File: src/rtl/core/assert_macros.svh
// Assertion macros shared by the timer RTL.
`ifndef ASSERT_MACROS_SVH
`define ASSERT_MACROS_SVH

// Check prop at every rising clock edge outside reset.
`define ASSERT_CLK(lbl, clk, rst_n, prop, msg) \
  lbl: assert property (@(posedge clk) disable iff (!rst_n) (prop)) else $error(msg);

// Check that cond is never true outside reset.
`define ASSERT_NEVER(lbl, clk, rst_n, cond, msg) \
  lbl: assert property (@(posedge clk) disable iff (!rst_n) !(cond)) else $error(msg);

`endif

File: src/rtl/core/hmsct_pkg.sv
// Types and constants of the countdown timer.
package hmsct_pkg;

  localparam int unsigned TotalW = 19;
  localparam int unsigned HoursW = 7;
  localparam int unsigned MinW   = 6;
  localparam int unsigned SecW   = 6;
  localparam int unsigned TenthW = 4;
  localparam int unsigned ModeW  = 2;
  localparam int unsigned SpinW  = 2;

  localparam logic [ModeW-1:0] MODE_IDLE = 2'd0;
  localparam logic [ModeW-1:0] MODE_RUN  = 2'd1;
  localparam logic [ModeW-1:0] MODE_STOP = 2'd2;

  localparam logic [TotalW-1:0] MAX_START   = 19'd359999;
  localparam logic [TotalW-1:0] RST_TOTAL   = 19'd3692;
  localparam logic [HoursW-1:0] RST_HOURS   = 7'd1;
  localparam logic [MinW-1:0]   RST_MINUTES = 6'd1;
  localparam logic [SecW-1:0]   RST_SECONDS = 6'd32;

  localparam logic [MinW-1:0]   LAST_MINUTE = 6'd59;
  localparam logic [SecW-1:0]   LAST_SECOND = 6'd59;
  localparam logic [TenthW-1:0] LAST_TENTH  = 4'd9;

  // Reciprocals for the hour and minute split: ceil(2^31/3600), ceil(2^17/60).
  localparam logic [19:0] HOUR_RECIP = 20'd596524;
  localparam int unsigned HourShift  = 31;
  localparam logic [11:0] MIN_RECIP  = 12'd2185;
  localparam int unsigned MinShift   = 17;
  localparam logic [11:0] SEC_PER_HOUR = 12'd3600;
  localparam logic [11:0] SEC_PER_MIN  = 12'd60;

  typedef struct packed {
    logic [TotalW-1:0] total;
    logic [HoursW-1:0] hours;
    logic [MinW-1:0]   minutes;
    logic [SecW-1:0]   seconds;
  } load_time_t;

endpackage

File: src/rtl/core/hmsct_split.sv
// Start value register with its hours/minutes/seconds split pipeline.
module hmsct_split (
  input  logic                                clk_i,
  input  logic                                rst_ni,
  input  logic                                cfg_valid_i,
  input  logic [hmsct_pkg::TotalW-1:0]        cfg_data_i,
  output logic                                cfg_ready_o,
  output logic                                busy_o,
  output hmsct_pkg::load_time_t               load_o
);

  logic [3:0]                        stg_q, stg_d;
  logic [hmsct_pkg::TotalW-1:0]      val_q, val_d;
  logic [hmsct_pkg::HoursW-1:0]      hr_q, hr_d;
  logic [11:0]                       rem_q, rem_d;
  logic [hmsct_pkg::MinW-1:0]        min_q, min_d;
  hmsct_pkg::load_time_t             load_q, load_d;
  logic                              cfg_acc;
  logic [38:0]                       hr_prod;
  logic [hmsct_pkg::TotalW-1:0]      rem_full;
  logic [23:0]                       min_prod;
  logic [11:0]                       sec_full;

  assign cfg_ready_o = ~busy_o;
  assign busy_o      = |stg_q;
  assign cfg_acc     = cfg_valid_i & cfg_ready_o;
  assign load_o      = load_q;

  always_comb begin
    stg_d = {stg_q[2:0], cfg_acc};
    val_d = val_q;
    if (cfg_acc) begin
      val_d = (cfg_data_i > hmsct_pkg::MAX_START) ? hmsct_pkg::MAX_START : cfg_data_i;
    end
    hr_prod  = 39'(val_q) * 39'(hmsct_pkg::HOUR_RECIP);
    hr_d     = hr_prod[hmsct_pkg::HourShift +: hmsct_pkg::HoursW];
    rem_full = val_q - 19'(hr_q) * 19'(hmsct_pkg::SEC_PER_HOUR);
    rem_d    = rem_full[11:0];
    min_prod = 24'(rem_q) * 24'(hmsct_pkg::MIN_RECIP);
    min_d    = min_prod[hmsct_pkg::MinShift +: hmsct_pkg::MinW];
    sec_full = rem_q - 12'(min_q) * hmsct_pkg::SEC_PER_MIN;
    load_d   = load_q;
    if (stg_q[3]) begin
      load_d.total   = val_q;
      load_d.hours   = hr_q;
      load_d.minutes = min_q;
      load_d.seconds = sec_full[hmsct_pkg::SecW-1:0];
    end
  end

  always_ff @(posedge clk_i or negedge rst_ni) begin
    if (!rst_ni) begin
      stg_q          <= '0;
      load_q.total   <= hmsct_pkg::RST_TOTAL;
      load_q.hours   <= hmsct_pkg::RST_HOURS;
      load_q.minutes <= hmsct_pkg::RST_MINUTES;
      load_q.seconds <= hmsct_pkg::RST_SECONDS;
    end else begin
      stg_q  <= stg_d;
      load_q <= load_d;
    end
  end

  always_ff @(posedge clk_i) begin
    val_q <= val_d;
    hr_q  <= hr_d;
    rem_q <= rem_d;
    min_q <= min_d;
  end

endmodule

File: src/rtl/core/hms_countdown_timer_unit.sv
// Top level of the hours:minutes:seconds countdown timer.
// Usage:
//   Input stream s_axis: one beat per polling step, tdata[0] = tenth-second
//   tick, tdata[1] = start/stop button level. Output stream m_axis: one beat
//   per input beat with the timer state after that step.
//   Config channel cfg: start value in seconds, clamped to 359999. After a
//   write the value is split into h:m:s; the input channel and the config
//   channel are held off while the split runs.
// Output: each result beat appears in the cycle after its input beat is taken.
// Throughput: 1 beat per cycle unless m_axis stalls or a split runs; the
//   whole step is one pass of logic from the state registers back into
//   themselves, which double as the output register.
// Reset: idle, 1:01:32.0, spinner dash, start value 3692, no result pending.
// Stall: while a result waits on m_axis_tready, a new input beat is taken
//   only in the cycle that the waiting result is taken; otherwise
//   s_axis_tready stays low.
`include "assert_macros.svh"

module hms_countdown_timer_unit (
  input  logic        clk_i,
  input  logic        rst_ni,
  input  logic        cfg_valid_i,
  input  logic [18:0] cfg_data_i,
  output logic        cfg_ready_o,
  input  logic        s_axis_tvalid,
  output logic        s_axis_tready,
  input  logic [7:0]  s_axis_tdata,   // tick [0], button [1], zero [7:2]
  output logic        m_axis_tvalid,
  input  logic        m_axis_tready,
  output logic [31:0] m_axis_tdata    // run_state [1:0], hours_left [8:2],
                                      // minutes_left [14:9], seconds_left [20:15],
                                      // tenths_left [24:21], spinner [26:25], zero
);

  logic                              split_busy;
  hmsct_pkg::load_time_t             load_time;

  logic                              in_acc;
  logic                              m_valid_q, m_valid_d;
  logic [hmsct_pkg::ModeW-1:0]       mode_q, mode_d;
  logic [hmsct_pkg::TotalW-1:0]      total_q, total_d;
  logic [hmsct_pkg::HoursW-1:0]      hours_q, hours_d;
  logic [hmsct_pkg::MinW-1:0]        min_q, min_d;
  logic [hmsct_pkg::SecW-1:0]        sec_q, sec_d;
  logic [hmsct_pkg::TenthW-1:0]      tenth_q, tenth_d;
  logic [hmsct_pkg::SpinW-1:0]       spin_q, spin_d;
  logic                              btn_prev_q, btn_prev_d;
  logic                              tick, button, btn_rise, count_en;

  hmsct_split u_split (
    .clk_i       (clk_i),
    .rst_ni      (rst_ni),
    .cfg_valid_i (cfg_valid_i),
    .cfg_data_i  (cfg_data_i),
    .cfg_ready_o (cfg_ready_o),
    .busy_o      (split_busy),
    .load_o      (load_time)
  );

  assign tick          = s_axis_tdata[0];
  assign button        = s_axis_tdata[1];
  assign btn_rise      = button & ~btn_prev_q;
  assign s_axis_tready = ~split_busy & (~m_valid_q | m_axis_tready);
  assign in_acc        = s_axis_tvalid & s_axis_tready;

  assign m_axis_tvalid = m_valid_q;
  assign m_axis_tdata  = {5'd0, spin_q, tenth_q, sec_q, min_q, hours_q, mode_q};

  always_comb begin
    mode_d     = mode_q;
    total_d    = total_q;
    hours_d    = hours_q;
    min_d      = min_q;
    sec_d      = sec_q;
    tenth_d    = tenth_q;
    spin_d     = spin_q;
    btn_prev_d = btn_prev_q;
    count_en   = 1'b0;
    m_valid_d  = m_valid_q;
    if (m_axis_tready) begin
      m_valid_d = 1'b0;
    end
    if (in_acc) begin
      m_valid_d  = 1'b1;
      btn_prev_d = button;
      if (btn_rise) begin
        unique case (mode_q)
          hmsct_pkg::MODE_IDLE: mode_d = hmsct_pkg::MODE_RUN;
          hmsct_pkg::MODE_RUN:  mode_d = hmsct_pkg::MODE_STOP;
          default: begin
            mode_d  = hmsct_pkg::MODE_IDLE;
            total_d = load_time.total;
            hours_d = load_time.hours;
            min_d   = load_time.minutes;
            sec_d   = load_time.seconds;
            tenth_d = '0;
          end
        endcase
      end
      count_en = (mode_d == hmsct_pkg::MODE_RUN) & tick
               & ~((total_d == '0) & (tenth_d == '0));
      if (count_en) begin
        spin_d = spin_d + 2'd1;
        if (tenth_d != '0) begin
          tenth_d = tenth_d - 4'd1;
        end else begin
          tenth_d = hmsct_pkg::LAST_TENTH;
          total_d = total_d - 19'd1;
          if (sec_d != '0) begin
            sec_d = sec_d - 6'd1;
          end else begin
            sec_d = hmsct_pkg::LAST_SECOND;
            if (min_d != '0) begin
              min_d = min_d - 6'd1;
            end else begin
              min_d = hmsct_pkg::LAST_MINUTE;
              if (hours_d != '0) begin
                hours_d = hours_d - 7'd1;
              end
            end
          end
        end
      end
      if ((total_d == '0) && (tenth_d == '0)) begin
        mode_d = hmsct_pkg::MODE_STOP;
      end
    end
  end

  always_ff @(posedge clk_i or negedge rst_ni) begin
    if (!rst_ni) begin
      m_valid_q  <= 1'b0;
      mode_q     <= hmsct_pkg::MODE_IDLE;
      total_q    <= hmsct_pkg::RST_TOTAL;
      hours_q    <= hmsct_pkg::RST_HOURS;
      min_q      <= hmsct_pkg::RST_MINUTES;
      sec_q      <= hmsct_pkg::RST_SECONDS;
      tenth_q    <= '0;
      spin_q     <= '0;
      btn_prev_q <= 1'b0;
    end else begin
      m_valid_q  <= m_valid_d;
      mode_q     <= mode_d;
      total_q    <= total_d;
      hours_q    <= hours_d;
      min_q      <= min_d;
      sec_q      <= sec_d;
      tenth_q    <= tenth_d;
      spin_q     <= spin_d;
      btn_prev_q <= btn_prev_d;
    end
  end

  `ASSERT_CLK(a_cfg_blocks_input, clk_i, rst_ni,
    (cfg_valid_i && cfg_ready_o) |=> !s_axis_tready, "input taken during split")
  `ASSERT_NEVER(a_zero_not_stopped, clk_i, rst_ni,
    (total_q == '0) && (tenth_q == '0) && (mode_q != hmsct_pkg::MODE_STOP),
    "time at zero outside stopped")
  `ASSERT_CLK(a_no_count_off_run, clk_i, rst_ni,
    (in_acc && !btn_rise && (mode_q != hmsct_pkg::MODE_RUN)) |=>
      ($stable(total_q) && $stable(tenth_q)), "time moved while not running")
  `ASSERT_CLK(a_spin_on_beat, clk_i, rst_ni,
    !in_acc |=> $stable(spin_q), "spinner moved without input beat")

endmodule

File: config.mk
export PLATFORM = sky130hd
export DESIGN_NAME = hms_countdown_timer_unit
export DESIGN_NICKNAME = d
export VERILOG_FILES = /design/src/rtl/core/hmsct_pkg.sv /design/src/rtl/core/hmsct_split.sv /design/src/rtl/core/hms_countdown_timer_unit.sv
export VERILOG_INCLUDE_DIRS = /design/src /design/src/rtl/core
export SDC_FILE = /design/constraint.sdc
export NUM_CORES = 1
export LEC_CHECK = 0
export ABC_AREA = 1
export BUFFER_PORTS_ARGS = -buffer_cell sky130_fd_sc_hd__clkbuf_2
export CAP_MARGIN = 0
export CORE_UTILIZATION = 30
export DETAILED_ROUTE_END_ITERATION = 7
export GPL_ROUTABILITY_DRIVEN = 1
export SYNTH_ARGS = -nofsm -noshare
export SYNTH_HDL_FRONTEND = slang
export SYNTH_SLANG_ARGS = --single-unit
File: constraint.sdc
create_clock -name clk_i -period 4.64 [get_ports clk_i]
set_clock_uncertainty 0.05 [all_clocks]
set_input_delay 0 -clock clk_i [delete_from_list [all_inputs] [get_ports clk_i]]
set_output_delay 0 -clock clk_i [all_outputs]
set_load 0.03 [all_outputs]
* Word level (Yosys, flattened, before mapping)
Index checks and enable logic that the tools add are counted.
** Word-level totals
- Bits in registers :: 134
- Bits in latches :: 0
- Memory bits (writable) :: 0
- Memory bits (read-only) :: 0
- Input bits :: 32
- Logic and storage cells :: 98
- Memories :: 0
** Cells by class
- Add/sub/neg operators :: 8
- Multiply operators :: 4
- Divide/modulo/power cells :: 0
- $lt $le $gt $ge :: 1
- Eq/ne operators :: 2
- Shifts and indexed selects :: 0
- Multiplexer cells :: 39
- Bitwise logic cells :: 12
- Reduce and logical (&&, ||, !) cells :: 14
** Operator list (count)
- 19-bit two-way mux :: 6
- 6-bit two-way mux :: 13
- 7-bit two-way mux :: 8
- 19-bit logical NOT :: 2
- 19-bit by 18-bit multiplier with 36-bit output (second input constant) :: 1
- 4-bit two-way mux :: 6
- 12-bit by 12-bit multiplier with 23-bit output (second input constant) :: 1
- 19-bit > comparator (second input constant) :: 1
- 19-bit by 1-bit subtractor with 19-bit output (second input constant) :: 1
- 6-bit nonzero test :: 2
- 12-bit subtractor :: 1
- 6-bit by 1-bit subtractor with 6-bit output (second input constant) :: 2
- 4-bit logical NOT :: 2
- 7-bit by 8-bit multiplier with 8-bit output (second input constant) :: 1
- 1-bit bitwise AND :: 7
- 7-bit nonzero test :: 1
- 7-bit by 1-bit subtractor with 7-bit output (second input constant) :: 1
- 6-bit by 4-bit multiplier with 4-bit output (second input constant) :: 1
- 2-bit two-way mux :: 3
- 6-bit subtractor :: 1
- 2-bit by 1-bit equality test with 1-bit output (second input constant) :: 2
- 1-bit inverter :: 4
- 2-bit case mux with 2 select lines :: 1
- 4-bit nonzero test :: 1
- other kinds (10) :: 11

* Longest topological paths before layout
Gate-level depths: netlist of the first run.
- Depth in word-level cells :: 14
- Mapped depth :: 24
- Depth with buffers taken out :: 22

* Cells and area by module
From an unflattened synthesis of the first run, not the netlist that was laid out.
** Unflattened totals
- Cell total of the unflattened synthesis :: 1867
- Area, all modules :: 14481.4 um2
** By module, submodules not included
- hmsct_split :: instances 1, cells an instance 1277, area each 10598.9 um2
- hms_countdown_timer_unit :: instances 1, cells an instance 590, area each 3882.5 um2

* Least setup slack after synthesis of the first run
No wires, ideal clock.
- Path kind :: reg-to-reg
- Start point :: reg u_split.val_q[10] (netlist bit)
- End point :: reg u_split.hr_q[6] (netlist bit)
- Library setup time :: 0.113 ns
- Arrival :: 4.566 ns
- Required time :: 4.477 ns
- Path slack :: -0.088 ns
- Stages on the path, launching flop included :: 20
- Path buffers :: 0
- Clock period less this slack :: 4.728 ns
- Cells stage by stage :: edfxtp_1 > ha_1 > ha_1 > inv_1 > fa_1 > inv_1 > fa_1 > fa_1 > inv_1 > fa_1 > inv_1 > ha_1 > a21oi_1 > o21ai_0 > nand2_1 > a211oi_1 > a2111oi_0 > nand2_1 > nand2_1 > nand2_1
** Between the ends
- Cells in the longest elaborated chain, start to end :: 1
** Ends and longest elaborated chain
- from (decl) :: RTL line hmsct_split.sv:13 : logic [hmsct_pkg::TotalW-1:0] val_q, val_d;
- from (signal assigned) :: RTL line hmsct_split.sv:65 : val_q <= val_d;
- 19-bit by 18-bit multiplier with 36-bit output :: RTL line hmsct_split.sv:35 : hr_prod = 39'(val_q) * 39'(hmsct_pkg::HOUR_RECIP);
- net u_split.hr_prod[37] :: RTL line hmsct_split.sv:19 : logic [38:0] hr_prod;
- to (signal assigned) :: RTL line hmsct_split.sv:66 : hr_q <= hr_d;
- to (decl) :: RTL line hmsct_split.sv:14 : logic [hmsct_pkg::HoursW-1:0] hr_q, hr_d;
The timed path passes the listed nets, and every way through them passes these cells.
A chain may end at the register's enable or synchronous reset.

* Final worst setup path of the first run
Same ends and word-level chain as after synthesis.

==> results.tsv, run 1 <==
stage	metric	value	unit
sta	rsz0062_at_grt	true	
clocking	cts_tree	yes	
setup_path	endpoint_kind	register	
sta	fin_crit_sh	99.1	%
detailed_routing	wire_per_inst	14.7	um
grt	antenna_found_initial	0	
place	portBuffers	55	
grt	grt_remaining_overflow	0	
layout	drive_gt1_share	20.2	%
yosys	syn_avg_cell_area	8.12	um2
setup_path	crit_path_cell_trace	buf_6 -> ha_4 -> ha_4 -> inv_2 -> fa_1 -> inv_2 -> fa_2 -> fa_1 -> inv_1 -> fa_1 -> inv_2 -> ha_4 -> a21oi_4 -> o21ai_2 -> nand2_1 -> a211oi_2 -> a2111oi_2 -> nand2_1 -> nand2_1 -> nand2_1	
clocking	cts_root_buf	clkbuf_16	
setup_path	startpoint_type	register	
outcome	status	complete, no violations	
run	max-cap-violations	0	
clocking	clkLatencyLatePin	0.46	ns
sta	worstMarginPinSlew	1.16	ns
sta	fmax	217	MHz
floorplanning	ios	67	
sta	finalHoldViolations	0	
yosys	synth_edf_count	19	
yosys	synthArstFlopShare	67.2	%
clocking	numClockSinks	134	
yosys	synth-seq-cells	134	
layout	final_nets	2261	
clocking	cts_buffer_depth	2	
sta	setup_viol_count_final	0	
setup_path	required	4.93	ns
setup_path	reg2reg_slack	0.04	ns
grt	grt_pass1_vias	11400	
detailed_routing	wl	36.9	mm
layout	fill_cells	4582	
detailed_routing	drcViolationCount	0	
setup_path	worstSetupStartpoint	u_split.val_q[10]$_SDFFCE_PN1P_	
place	place.gp.congestion	0.944	
yosys	synth_cell_types	53	
yosys	synthTopCellsByArea	ha_1, fa_1, dfrtp_1	
setup_path	slowest_delay	0.53	ns
yosys	synthCells	1715	
setup_path	critical_path_class	reg -> reg	
setup_path	cp_top_family	adder cells	
setup_path	path_depth	20	
setup_path	slowest_stage	fa_1	
floorplanning	dieHeight	217	um
yosys	synth_compound_area_share	8.67	%
yosys	synth_xor_area_share	2.96	%
floorplanning	rows	78	
yosys	synth-seq-area-share	24.1	%
setup_path	r2r-start	u_split.val_q[10]$_SDFFCE_PN1P_	
setup_path	crit_top_cell	nand2_1	
yosys	synth.top_cell.area_share	21.7	%
floorplanning	die_area	47300	um2
grt	grt_max_degree	58	
floorplanning	coreArea	45600	um2
detailed_routing	final_antenna_net_count	0	
yosys	synth_flop_cell	dfrtp_1	
sta	setup_tns	0	ns
yosys	synth-simple-area-share	18.2	%
yosys	netlist_area	13900	um2
detailed_routing	viasPerCell	4.62	
sta	drv_slew	0	
detailed_routing	dr_total_vias	11600	
sta	post-route-min-period	4.60	ns
clocking	cts_made_buffers	17	
sta	max_slew_margin	22.4	%
setup_path	cp-endpoint	u_split.hr_q[6]$_DFF_P_	
layout	area_growth	23.3	%
yosys	synth_warnings	0	
setup_path	crit_arrival	4.89	ns
floorplanning	die_w	217	um
setup_path	reg2reg_depth	20	
grt	grtUsageTotal	15.8	%
min_path	worst_hold_path_type	in -> async	
clocking	cts_max_level	4	
clocking	cts.clk_slew.worst_paths	0.06	ns
detailed_routing	drt_first_pass_iters	6	
yosys	synth_top_family_by_area	adder cells	
yosys	synthAdderAreaFrac	34.8	%
yosys	synth_top_cell_by_area	ha_1	
place	place_hpwl	29.6	mm
setup_path	cp_max_fo	3	
detailed_routing	drt_iter0_drc	716	
yosys	synth.area.mux_share	0.144	%
setup_path	timing.rr.end	u_split.hr_q[6]$_DFF_P_	
grt	grt_pass1_wl	58.5	mm
layout	antenna_cells	0	
floorplanning	start_util	30.5	%
setup_path	crit_buf_inv	5	
[sequential cells by signal, indices dropped and copies added, names as in the netlist]
name / cells
min_q: 6
u_split.val_q: 19
u_split.rem_q: 12
sec_q: 6
u_split.load_o: 38
spin_q: 2
tenth_q: 4
btn_prev_q: 1
m_axis_tvalid: 1
hours_q: 7
total_q: 19
u_split.min_q: 6
u_split.stg_q: 4
mode_q: 2
u_split.hr_q: 7
[worst min path at each step]
stage,startpoint,cells past startpoint,endpoint
after floorplan,rst_ni,0,btn_prev_q$_DFFE_PN0P_
after global placement,rst_ni,1,min_q[2]$_DFFE_PN0P_
after detailed placement,rst_ni,1,min_q[2]$_DFFE_PN0P_
after CTS,rst_ni,2,u_split.load_o[3]$_DFFE_PN0P_
after global routing,rst_ni,2,min_q[2]$_DFFE_PN0P_
final,rst_ni,2,min_q[2]$_DFFE_PN0P_
[stage by stage]
| step | worst slack, ns | util [%] | instances | hold slack [ns] | instance area (um2) |
|---|---|---|---|---|---|
| 6_report | 0.0418 | 37.7 | 2510 | 0.0211 | 17200 |
| 5_1_grt | -0.0954 | 37.7 | 2510 | 0.0523 | 17200 |
| 4_1_cts | -0.00422 | 36.3 | 2497 | 0.0201 | 16600 |
| 3_5_place_dp | -0.238 | 34.0 | 2427 | -0.0362 | 15500 |
| 3_3_place_gp | -0.169 | 34.0 | 2427 | -0.0412 | 15500 |
| 2_1_floorplan | 0.0132 | - | 1719 | -0.346 | 14000 |
[synthesized netlist by cell type, types with 7 or more instances]
cell type  number
buf_2           7
fa_1           91
nand2_1       345
a21oi_1        58
clkbuf_1       21
or2_2          15
xor2_1         31
inv_1         347
dfstp_2        20
nand3_1        54
nor3_1         11
o21ai_1        12
xnor2_1        16
nor2_2          7
a31oi_1        15
ha_1          241
nor2_1        112
edfxtp_1       19
o21ai_0        92
dfxtp_1        25
dfrtp_1        70
nand4_1        27
[cell type report]
type                    count  area [um2]  area share (%)
multi-input cells        1191        9650            56.2
flip-flops and latches    134        3350            19.5
repair buffers            199        1480            8.60
inverters                 354        1330            7.76
well taps                 600         751            4.37
clock buffers              17         425            2.48
clock inverters            15         185            1.08
[layout by cell type, fill, tap and decap left out, drive strengths merged, types with 15 or more instances in the layout]
master,count
a21oi,58
a31oi,15
buf,123
clkbuf,71
dfrtp,70
dfstp,20
dfxtp,25
dlygate4sd3,22
edfxtp,19
fa,91
ha,241
inv,362
nand2,349
nand3,58
nand4,27
nor2,123
o21ai,110
or2,16
xnor2,16
xor2,31
[repair_timing]
item / CTS / global route
resized for setup: 21 / 112
pin swaps: 11 / 78
hold endpoints to repair: 60 / 0
hold buffers: 22 / 0
setup buffers: 17 / 14
endpoints found under the setup margin: 7 / 7
[routing by layer]
layer	vias up	wire [um]	track usage [%]	share of wire, %
met4	0	582	3.76	1.6
met2	219	17500	26.7	47
met1	5496	17400	20.8	47
met3	33	1430	2.68	3.9
met5	-	0	0	0
li1	5836	-	-	-
[logic make-up after synthesis]
family	Yosys count
buf+inv	394
xor+xnor	47
compound gates	214
simple gates	591
other cells	1
fa+ha+maj	332
flops	134
mux	2
[worst register-to-register path: stages (launching register included)]
cell and delay (ns):
edfxtp_1 0.44, buf_6 0.15, ha_4 0.24, ha_4 0.27
inv_2 0.04, fa_1 0.53, inv_2 0.05, fa_2 0.44
fa_1 0.51, inv_1 0.05, fa_1 0.49, inv_2 0.05
ha_4 0.22, a21oi_4 0.18, o21ai_2 0.08, nand2_1 0.08
a211oi_2 0.07, a2111oi_2 0.34, nand2_1 0.10, nand2_1 0.07
nand2_1 0.05
Power of run 1 is not shown: default switching activity piles up to over one toggle a cycle in this logic, so the estimate is an artifact.
==> run 2: changes to the inputs <==
--- a/config.mk
+++ b/config.mk
@@ -7,10 +7,10 @@
 export NUM_CORES = 1
 export LEC_CHECK = 0
 export ABC_AREA = 1
-export BUFFER_PORTS_ARGS = -buffer_cell sky130_fd_sc_hd__clkbuf_2
 export CAP_MARGIN = 0
 export CORE_UTILIZATION = 30
 export DETAILED_ROUTE_END_ITERATION = 7
+export DONT_BUFFER_PORTS = 1
 export GPL_ROUTABILITY_DRIVEN = 1
 export SYNTH_ARGS = -nofsm -noshare
 export SYNTH_HDL_FRONTEND = slang
==> constraint.sdc (replaced) <==
create_clock -name clk_i -period 4.9 [get_ports clk_i]
set_clock_uncertainty 0.05 [all_clocks]
set_input_delay 0 -clock clk_i [delete_from_list [all_inputs] [get_ports clk_i]]
set_output_delay 0 -clock clk_i [all_outputs]
set_load 0.03 [all_outputs]
==> results.tsv, run 2 (synthesis results as in run 1) <==
stage	metric	value	unit	change
outcome	status	complete, no violations		
grt	grt_remaining_overflow	0		unchanged
place	dp_cells	2327		-4.1%
place	place.gp.congestion	0.922		-2.3%
floorplanning	die_w	217	um	unchanged
layout	antenna_cells	0		unchanged
setup_path	crit_arrival	5.00	ns	+0.11 ns
floorplanning	start_util	30.5	%	unchanged
clocking	cts_buffer_depth	2		unchanged
floorplanning	dieHeight	217	um	unchanged
detailed_routing	drt_iter0_drc	631		-12%
sta	setup_viol_count_final	0		unchanged
grt	grt_pass1_vias	11300		-1.1%
run	max-cap-violations	0		unchanged
layout	fill_cells	4713		+2.9%
floorplanning	die_area	47300	um2	unchanged
grt	grtUsageTotal	15.5	%	-0.25 points
grt	grt_max_degree	91		+57%
setup_path	cp_max_fo	3		unchanged
min_path	worst_hold_path_type	in -> reg		
detailed_routing	wire_per_inst	14.8	um	+0.50%
layout	seqCellArea	3350	um2	unchanged
detailed_routing	dr_total_vias	11100		-4.1%
grt	antenna_found_initial	0		unchanged
sta	post-route-min-period	4.70	ns	+0.101 ns
sta	worstMarginPinSlew	1.14	ns	-0.0227 ns
setup_path	slowest_stage	fa_1		
sta	finalHoldViolations	0		unchanged
clocking	cts.clk_slew.worst_paths	0.07	ns	about the same
grt	grt_pass1_wl	57.7	mm	-1.3%
clocking	cts_root_buf	clkbuf_16		
sta	drv_slew	0		unchanged
detailed_routing	final_antenna_net_count	0		unchanged
detailed_routing	drt_first_pass_iters	5		-1
setup_path	slowest_delay	0.54	ns	about the same
place	dp_worst_setup_slack	-0.0763	ns	+0.162 ns
sta	fin_crit_sh	95.9	%	-3.2 points
sta	fmax	213	MHz	-2.2%
detailed_routing	viasPerCell	4.62		+0.17%
setup_path	required	5.20	ns	+0.27 ns
setup_path	startpoint_type	register		
setup_path	crit_path_cell_trace	ha_1 -> ha_1 -> inv_1 -> fa_1 -> inv_1 -> fa_1 -> fa_1 -> inv_1 -> fa_1 -> inv_1 -> ha_4 -> nand2_1 -> o21ai_1 -> nand2_1 -> a211oi_2 -> a2111oi_2 -> buf_4 -> nand3b_1 -> nand2_1		
sta	max_slew_margin	23.7	%	+1.3 points
sta	setup_slack	0.201	ns	+0.159 ns
clocking	cts_max_level	4		unchanged
layout	multi_input_area	9240	um2	-4.2%
clocking	clkLatencyLatePin	0.46	ns	about the same
layout	drive_gt1_share	10.8	%	-9.3 points
floorplanning	coreArea	45600	um2	unchanged
clocking	numClockSinks	134		unchanged
detailed_routing	wl	35.5	mm	-3.8%
layout	layout_common_cells	inv_1, nand2_1, ha_1		
place	portBuffers	0		-100%
clocking	cts_made_buffers	17		unchanged
place	place_hpwl	28.6	mm	-3.5%
sta	setup_tns	0	ns	unchanged
floorplanning	ios	67		unchanged
layout	layout_commonest_cell	inv_1		
layout	largest_reg_flops	38		unchanged
setup_path	critical_path_class	reg -> reg		
setup_path	endpoint_kind	register		
detailed_routing	drcViolationCount	0		unchanged
layout	stdcell_count	2403		-4.3%
layout	final_nets	2154		-4.7%
clocking	cts_tree	yes		
floorplanning	rows	78		unchanged
layout	area_growth	15.1	%	
[run 2: cell count changes in the layout (fill, tap and decap cells not counted), sizes merged]
cell,previous run,this run
dlygate4sd3,22,26
clkbuf,71,17
inv,362,364
clkinv,4,3
buf,123,66
bufinv,2,1
[run 2: per-stage QoR]
step	hold WS (ns)	utilization, %	cell area [um2]
floorplan	-0.346	-	13900
finish	0.0333	35.2	16000
global placement	-0.344	32.5	14800
CTS	0.0106	34.5	15700
global route	0.0612	35.2	16000
detailed placement	-0.344	32.5	14800
[run 2: path summary, 6_finish.rpt]
check                                                startpoint                         end  slack, ns  cells after the start
min in group asynchronous                                rst_ni        min_q[1]$_DFFE_PN0P_       0.08                      2
worst min register to register       u_split.stg_q[2]$_DFF_PN0_  u_split.stg_q[3]$_DFF_PN0_       0.35                      0
max in group asynchronous                                rst_ni      total_q[6]$_DFFE_PN1P_       4.31                      2
worst min-delay path                            s_axis_tdata[1]      total_q[2]$_DFFE_PN1P_       0.03                      6
worst max register to register  u_split.val_q[11]$_SDFFCE_PN1P_     u_split.hr_q[6]$_DFF_P_       0.20                     19
worst max-delay path            u_split.val_q[11]$_SDFFCE_PN1P_     u_split.hr_q[6]$_DFF_P_       0.20                     19
[run 2: cell type report]
cell class                      count  area share (%)
Clock buffer                       17            2.66
Clock inverter                     15           0.961
Tap cell                          600            4.69
Sequential cell                   134            20.9
Timing Repair Buffer               92            4.84
Multi-Input combinational cell   1191            57.6
Inverter                          354            8.31
[run 2: repair_timing]
item | CTS | global route
setup endpoints to repair | 1 | 7
hold buffers | 27 | 0
resized for setup | 4 | 32
hold endpoints to repair | 123 | 0
pin swaps | 2 | 16
buffers inserted | 2 | 16
[run 2: per-layer routing]
metal | GRT usage, % | vias up | wire length, um
met5 | 0 | - | 0
met4 | 4.55 | 0 | 731
met3 | 3.28 | 50 | 1550
met2 | 25.4 | 211 | 16400
met1 | 20.4 | 5241 | 16700
li1 | - | 5607 | -
[run 2: worst max-delay path, delay by kind of cell, from the launching register on]
family | cells | cell delay, ns
AOI/OAI and AO/OA | 3 | 0.48
adders and majority gates | 7 | 2.95
buffers and inverters | 5 | 0.38
DFF | 1 | 0.46
and+or+nand+nor | 4 | 0.27
Power of run 2 is left out for the same reason.
==> run 3: changes to the inputs <==
--- a/config.mk
+++ b/config.mk
@@ -12,6 +12,7 @@
 export DETAILED_ROUTE_END_ITERATION = 7
 export DONT_BUFFER_PORTS = 1
 export GPL_ROUTABILITY_DRIVEN = 1
+export RECOVER_POWER = 25
 export SYNTH_ARGS = -nofsm -noshare
 export SYNTH_HDL_FRONTEND = slang
 export SYNTH_SLANG_ARGS = --single-unit
==> results.tsv, run 3 (synthesis results as in run 1) <==
stage	metric	value	unit	change
grt	grt_pass1_wl	57.7	mm	unchanged
clocking	cts_root_buf	clkbuf_16		
place	place.gp.congestion	0.922		unchanged
min_path	holdPathEnd	total_q[2]$_DFFE_PN1P_		
floorplanning	die_w	217	um	unchanged
sta	fin_crit_sh	95.9	%	about the same
detailed_routing	wl	35.5	mm	about the same
floorplanning	die_area	47300	um2	unchanged
sta	finalHoldViolations	0		unchanged
setup_path	critical_path_class	reg -> reg		
layout	largest_reg_flops	38		unchanged
detailed_routing	drcViolationCount	0		unchanged
grt	grt_pass1_vias	11300		unchanged
setup_path	startpoint_type	register		
setup_path	reg2reg_depth	19		unchanged
setup_path	crit_arrival	5.00	ns	about the same
sta	setup_tns	0	ns	unchanged
outcome	status	finished with violations		
grt	grt_max_degree	91		unchanged
min_path	worst_hold_path_type	in -> reg		
clocking	clkLatencyLatePin	0.46	ns	about the same
layout	antenna_cells	0		unchanged
setup_path	slowest_delay	0.54	ns	about the same
clocking	cts.clk_slew.worst_paths	0.07	ns	about the same
detailed_routing	wire_per_inst	14.8	um	about the same
grt	grtUsageTotal	15.5	%	unchanged
detailed_routing	drt_first_pass_iters	5		unchanged
min_path	hold_start	s_axis_tdata[1]		
setup_path	endpoint_kind	register		
sta	worstMarginPinSlew	2.29	ns	+1.15 ns
clocking	numClockSinks	134		unchanged
layout	final_util	35.1	%	-0.049 points
setup_path	cp_top_family	adder cells		
floorplanning	coreArea	45600	um2	unchanged
setup_path	timing.rr.end	u_split.hr_q[6]$_DFF_P_		
setup_path	slowest_stage	fa_1		
place	portBuffers	0		unchanged
setup_path	reg2reg_slack	0.20	ns	about the same
layout	design_area	16000	um2	-0.14%
floorplanning	ios	67		unchanged
sta	post-route-min-period	4.70	ns	+0.00202 ns
sta	setup_viol_count_final	0		unchanged
clocking	cts_tree	yes		
detailed_routing	final_antenna_net_count	0		unchanged
place	place_hpwl	28.6	mm	unchanged
sta	setup_slack	0.199	ns	-0.00202 ns
detailed_routing	dr_total_vias	11100		-0.018%
layout	drive_gt1_share	10.8	%	unchanged
setup_path	required	5.20	ns	about the same
detailed_routing	viasPerCell	4.62		about the same
clocking	cts_buffer_depth	2		unchanged
floorplanning	start_util	30.5	%	unchanged
grt	antenna_found_initial	0		unchanged
clocking	cts_max_level	4		unchanged
sta	drv_slew	91		+91
place	dp_worst_setup_slack	-0.0763	ns	unchanged
setup_path	crit_path_cell_trace	ha_1 -> ha_1 -> inv_1 -> fa_1 -> inv_1 -> fa_1 -> fa_1 -> inv_1 -> fa_1 -> inv_1 -> ha_4 -> nand2_1 -> o21ai_1 -> nand2_1 -> a211oi_2 -> a2111oi_2 -> buf_4 -> nand3b_1 -> nand2_1		
layout	layout_common_cells	inv_1, nand2_1, ha_1		
min_path	hold_depth	6		unchanged
layout	final_nets	2154		unchanged
sta	max_slew_margin	-52.6	%	-76 points
floorplanning	dieHeight	217	um	unchanged
setup_path	cp_max_fo	3		unchanged
clocking	cts_made_buffers	17		unchanged
run	max-cap-violations	1		+1
setup_path	crit_buf_inv	5		unchanged
place	dpl_cell_area	14800	um2	unchanged
layout	layout_commonest_cell	inv_1		
setup_path	r2r-start	u_split.val_q[11]$_SDFFCE_PN1P_		
grt	grt_remaining_overflow	0		unchanged
detailed_routing	drt_iter0_drc	630		-0.16%
layout	area_growth	14.9	%	
sta	fmax	213	MHz	about the same
outcome	violations	max-capacitance violations, max-slew violations		
floorplanning	rows	78		unchanged
run 3: metrics by stage:
step	hold slack (ns)	std cells
floorplan	-0.346	1719
global placement	-0.344	2327
detailed placement	-0.344	2327
CTS	0.0106	2388
global route	0.0612	2403
finish	0.0333	2403
run 3: repair_timing:
action	CTS	global route
resized for setup	4	32
endpoints found under the setup margin	1	7
hold buffers	27	0
pin swaps	2	16
buffers inserted	2	16
hold endpoints to repair	123	0
run 3: tightest hold or removal path: cells and delay by family:
family | cells | cell delay, ns
AND/OR/NAND/NOR | 5 | 0.43
AO/OA/AOI/OAI | 1 | 0.08
run 3: layout make-up:
cell class	instances	area (um2)
Inverter	354	1330
Multi-Input combinational cell	1191	9240
Clock inverter	15	154
Tap cell	600	751
Timing Repair Buffer	92	753
Clock buffer	17	425
Fill cell	4716	29600
Sequential cell	134	3350
run 3: worst max-delay path by stage:
stage	from	to	slack (ns)	depth (start not counted)
floorplan	u_split.val_q[10]$_SDFFCE_PN1P_	u_split.hr_q[6]$_DFF_P_	0.17	19
global placement	u_split.val_q[10]$_SDFFCE_PN1P_	u_split.hr_q[6]$_DFF_P_	0.03	20
detailed placement	u_split.val_q[10]$_SDFFCE_PN1P_	u_split.hr_q[6]$_DFF_P_	-0.08	20
CTS	u_split.val_q[5]$_SDFFCE_PN1P_	u_split.hr_q[1]$_DFF_P_	0.001	18
global route	u_split.val_q[10]$_SDFFCE_PN1P_	u_split.hr_q[1]$_DFF_P_	-0.02	19
finish	u_split.val_q[11]$_SDFFCE_PN1P_	u_split.hr_q[6]$_DFF_P_	0.20	19
run 3: per-layer routing:
metal  up-vias  global-route usage, %  wire length [um]
met4         0                   4.55               731
li1       5607                      -                 -
met3        50                   3.28              1550
met5         -                      0                 0
met1      5237                   20.4             16700
met2       213                   25.4             16400
Power of run 3 is left out for the same reason.
